===== src/rtl/fssp_pkg.sv =====
// Shared types, constants and codes for the fuel-state shortest path block.
package fssp_pkg;

  localparam int MAX_CITIES = 64;
  localparam int CITY_W     = 6;
  localparam int CNT_W      = 7;
  localparam int MAX_ROADS  = 256;
  localparam int ROAD_AW    = 8;
  localparam int ROAD_CNT_W = 9;
  localparam int FUEL_W     = 4;
  localparam int LEN_W      = 8;
  localparam int PRICE_W    = 8;
  localparam int COST_W     = 18;
  localparam int STATE_AW   = CITY_W + FUEL_W;

  localparam logic [COST_W-1:0] COST_MAX = 18'h3FFFF;

  // Input operation codes.
  localparam logic [1:0] OP_LOAD_PRICE = 2'd0;
  localparam logic [1:0] OP_ADD_ROAD   = 2'd1;
  localparam logic [1:0] OP_QUERY      = 2'd2;
  localparam logic [1:0] OP_CLEAR      = 2'd3;

  // Configuration register indexes.
  localparam int CFG_IDX_W  = 1;
  localparam int CFG_DATA_W = 7;
  localparam logic [CFG_IDX_W-1:0] CFG_TANK_CAPACITY = 1'b0;
  localparam logic [CFG_IDX_W-1:0] CFG_CITY_COUNT    = 1'b1;

  typedef struct packed {
    logic [1:0]         op;
    logic [CITY_W-1:0]  city_index;
    logic [PRICE_W-1:0] price;
    logic [CITY_W-1:0]  road_from;
    logic [CITY_W-1:0]  road_to;
    logic [LEN_W-1:0]   road_length;
    logic [CITY_W-1:0]  source_city;
    logic [CITY_W-1:0]  dest_city;
  } in_item_t;

  typedef struct packed {
    logic [COST_W-1:0] min_cost;
    logic              reachable;
  } out_item_t;

  typedef struct packed {
    logic [CITY_W-1:0] from_city;
    logic [CITY_W-1:0] to_city;
    logic [LEN_W-1:0]  len;
  } road_t;

  typedef struct packed {
    logic              settled;
    logic              reached;
    logic [COST_W-1:0] cost;
  } st_entry_t;

endpackage


===== src/rtl/fssp_cost_alu.sv =====
// Shared cost unit: saturating add followed by a less-than compare.
module fssp_cost_alu import fssp_pkg::*; (
  input  logic [COST_W-1:0]  base_cost,
  input  logic [PRICE_W-1:0] addend,
  input  logic [COST_W-1:0]  ref_cost,
  output logic [COST_W-1:0]  sum,
  output logic               less
);

  logic [COST_W:0] raw;

  // Add with saturation at the largest cost, then compare to the reference.
  always_comb begin
    raw = {1'b0, base_cost} + {{(COST_W + 1 - PRICE_W){1'b0}}, addend};
    if (raw > {1'b0, COST_MAX}) begin
      sum = COST_MAX;
    end else begin
      sum = raw[COST_W-1:0];
    end
    less = (sum < ref_cost);
  end

endmodule


===== config.mk =====
export PLATFORM = sky130hd
export DESIGN_NAME = fssp_cost_alu
export DESIGN_NICKNAME = d
export VERILOG_FILES = /design/src/rtl/fssp_pkg.sv /design/src/rtl/fssp_cost_alu.sv
export SDC_FILE = /design/constraint.sdc
export NUM_CORES = 1
export LEC_CHECK = 0
export ABC_AREA = 1
export BUFFER_PORTS_ARGS = -buffer_cell sky130_fd_sc_hd__clkbuf_2
export CORE_MARGIN = 4
export CORE_UTILIZATION = 52
export DETAILED_ROUTE_END_ITERATION = 12
export GPL_TIMING_DRIVEN = 0
export PLACE_DENSITY = 0.9
export SYNTH_ARGS = -nofsm -noshare
export SYNTH_HDL_FRONTEND = slang
export SYNTH_SLANG_ARGS = --single-unit

===== constraint.sdc =====
create_clock -name vclk -period 8.1
set_clock_uncertainty 0.1 [all_clocks]
set_input_delay 1.62 -clock vclk [all_inputs]
set_output_delay 1.62 -clock vclk [all_outputs]
set_load 0.005 [all_outputs]

==> results.cfg <==
[timing]
period_minus_slack_ns = 5.77
fin_crit_sh_pct = 71.2
grt_setup_unrepaired = false
setup_viol = 0
max_freq_ghz = 0.173
maxSlewHeadroom_pct = 78.6
fin_tns_setup_ns = 0
hold_viol = 0
slew_viol_final = 0
tightest_slew_ns = 0.320

[pwr]
total_power_mw = 0.105
swShare_pct = 55.7
power.net_switching_mw = 0.0585
p_per_area_nw_per_um2 = 67.3
power.internal_mw = 0.0466
ir_drop_v = 0.0000488
power.leakage_nw = 0.978
combPwrFrac_pct = 100.0
clockPowerShare_pct = 0
power_frac_seq_pct = 0

[global_routing]
grt.overflow.total = 0
grt_usage_pct = 18.9
grt_pass1_vias = 1353
grt_start_max_net_pins = 11
antenna_found_initial = 0
grt_first_pass_wirelength_mm = 5.20

[final_layout]
n_sequential_cell = 0
layout_commonest_cell = clkbuf_2
antenna_cells = 0
mostFrequentLayoutCells = 63 x clkbuf_2, 50 x nand2_1, 35 x inv_1, 25 x ha_1, 16 x nand2_2
seq_area_um2 = 0
nets = 336
drive_gt1_share_pct = 33.3
fin_util_pct = 70.5
clkbuf_count = 0
area_growth_pct = 29.0

[floorplanning]
start_util_pct = 54.7
io_pins = 63
die_width_um = 56.2
die_y_um = 56.2
die-area_um2 = 3160
row_count = 17
coreArea_um2 = 2210

[detailed_routing]
routed_wirelength_mm = 3.01
highest_layer = met4
wl_met2_mm = 1.56
wl_met3_um = 162
met1_length_mm = 1.26
dr.pass1.iters = 4
wl_per_cell_um = 10.3
vias = 1446
drc = 0
ant_nets = 0
avgViaCountPerCell = 4.95
first_iter_violations = 25

[placement]
finalWeightedCongestion = 0.853
dp_hpwl_mm = 2.84
portBuffers = 63

[logic_synthesis]
synth_top_area_share_pct = 25.9
seq_area_frac_synth_pct = 0
yosys-top-cells-area = ha_1 26%, nand2_1 16%, inv_1 11%, nand2_2 8.3%, a21oi_1 5.4%
synth.cell_area_um2 = 1210
synth.distinct_cells = 26
synth_nets = 271
synthCells = 201
avgSynthCellArea_um2 = 6.02
ys.warnings.count = 0
yosys.area.top_type = ha_1

[clock_network]
ctsResizeCount = 0
cts_setup_buffers = 0
cts_hold_buf = 0

[hold_path]
hold_path_class = in2out
hp-start = base_cost[17]

[worst_setup_path]
cp.required_ns = 6.38
critPathLaunch = base_cost[0]
worst_ep_arrival_time_ns = 4.05
critPathMaxFanout = 5
endpoint_kind = primary output
crit_type = in2out
worstSetupStartpointType = input port

[run]
maxCapViolations = 0

[status]
outcome = finished, final reports clean
## critical path, stage by stage
cell and delay (ns):
clkbuf_2 0.08, ha_1 0.22, fa_1 0.44, nand3_1 0.13, nand3_2 0.09, nand4_2 0.08, nand2_2 0.09, nand2_2 0.10
nor2_2 0.04, xnor2_1 0.18, nand2_2 0.09, ha_1 0.28, nand4_1 0.08, inv_1 0.07, nand2_1 0.06, nor4_1 0.17
a21oi_1 0.10, clkbuf_2 0.12
## path summary, 6_finish.rpt
| check | endpoint | cells after the start |
|---|---|---|
| worst max-delay path | less | 18 |
| worst min-delay path | sum[17] | 4 |
## cells by family (layout without fill, tap and decap cells)
kind of cell | after synthesis | after routing | synth area share, %
AO/OA/AOI/OAI | 23 | 23 | 10.2
XOR/XNOR | 11 | 11 | 7.96
adder cells (fa/ha/maj) | 26 | 26 | 27.5
buffers and inverters | 37 | 100 | 13.0
AND/OR/NAND/NOR | 104 | 104 | 41.3
## metrics by stage
| stage | cell area, um2 | hold slack [ns] | setup slack, ns | std cells |
|---|---|---|---|---|
| after detailed placement | 1560 | 3.51 | 2.35 | 292 |
| after CTS | 1560 | 3.51 | 2.33 | 292 |
| final | 1560 | 3.50 | 2.33 | 292 |
| after global placement | 1560 | 3.51 | 2.37 | 292 |
| after global routing | 1560 | 3.55 | 1.99 | 292 |
| after floorplan | 1210 | 3.26 | 2.72 | 201 |
## Yosys cell counts
cell type and n:
xnor2_1 5, or2_2 1, o211ai_1 1, nor4_1 1
nand3_2 2, nor2_2 3, o21bai_1 1, o21ai_1 2
inv_1 35, nand2_1 50, nand4_1 7, a31oi_1 1
a21oi_1 13, nor3_1 2, nand3b_1 1, ha_1 25
buf_12 1, nor2_1 11, xor2_1 6, nand3_1 9
o21ai_0 4, nand2_2 16, fa_1 1, o21a_1 1
nand4_2 1, inv_4 1
## area by class of cell
cell class / count / area, um2
multi-input combinational: 164 / 1050
fill: 223 / 652
timing repair buffer: 63 / 315
inverter: 36 / 138
tap: 28 / 35.0
buffer: 1 / 20.0
## power by group through the flow
| stage | clock network (mW) | registers, mW | logic, mW |
|---|---|---|---|
| finish | 0 | 0 | 0.105 |
| CTS | 0 | 0 | 0.106 |
| detailed placement | 0 | 0 | 0.106 |
| global route | 0 | 0 | 0.121 |
| global placement | 0 | 0 | 0.102 |
| floorplan | 0 | 0 | 0.0670 |
## routing by layer
metal | GRT usage, % | up-vias
met5 | 0 | -
met4 | 1.69 | 0
met3 | 0.696 | 4
met2 | 37.7 | 35
met1 | 22.6 | 625
li1 | - | 782
No activity file was read; power rests on OpenSTA's default activity.
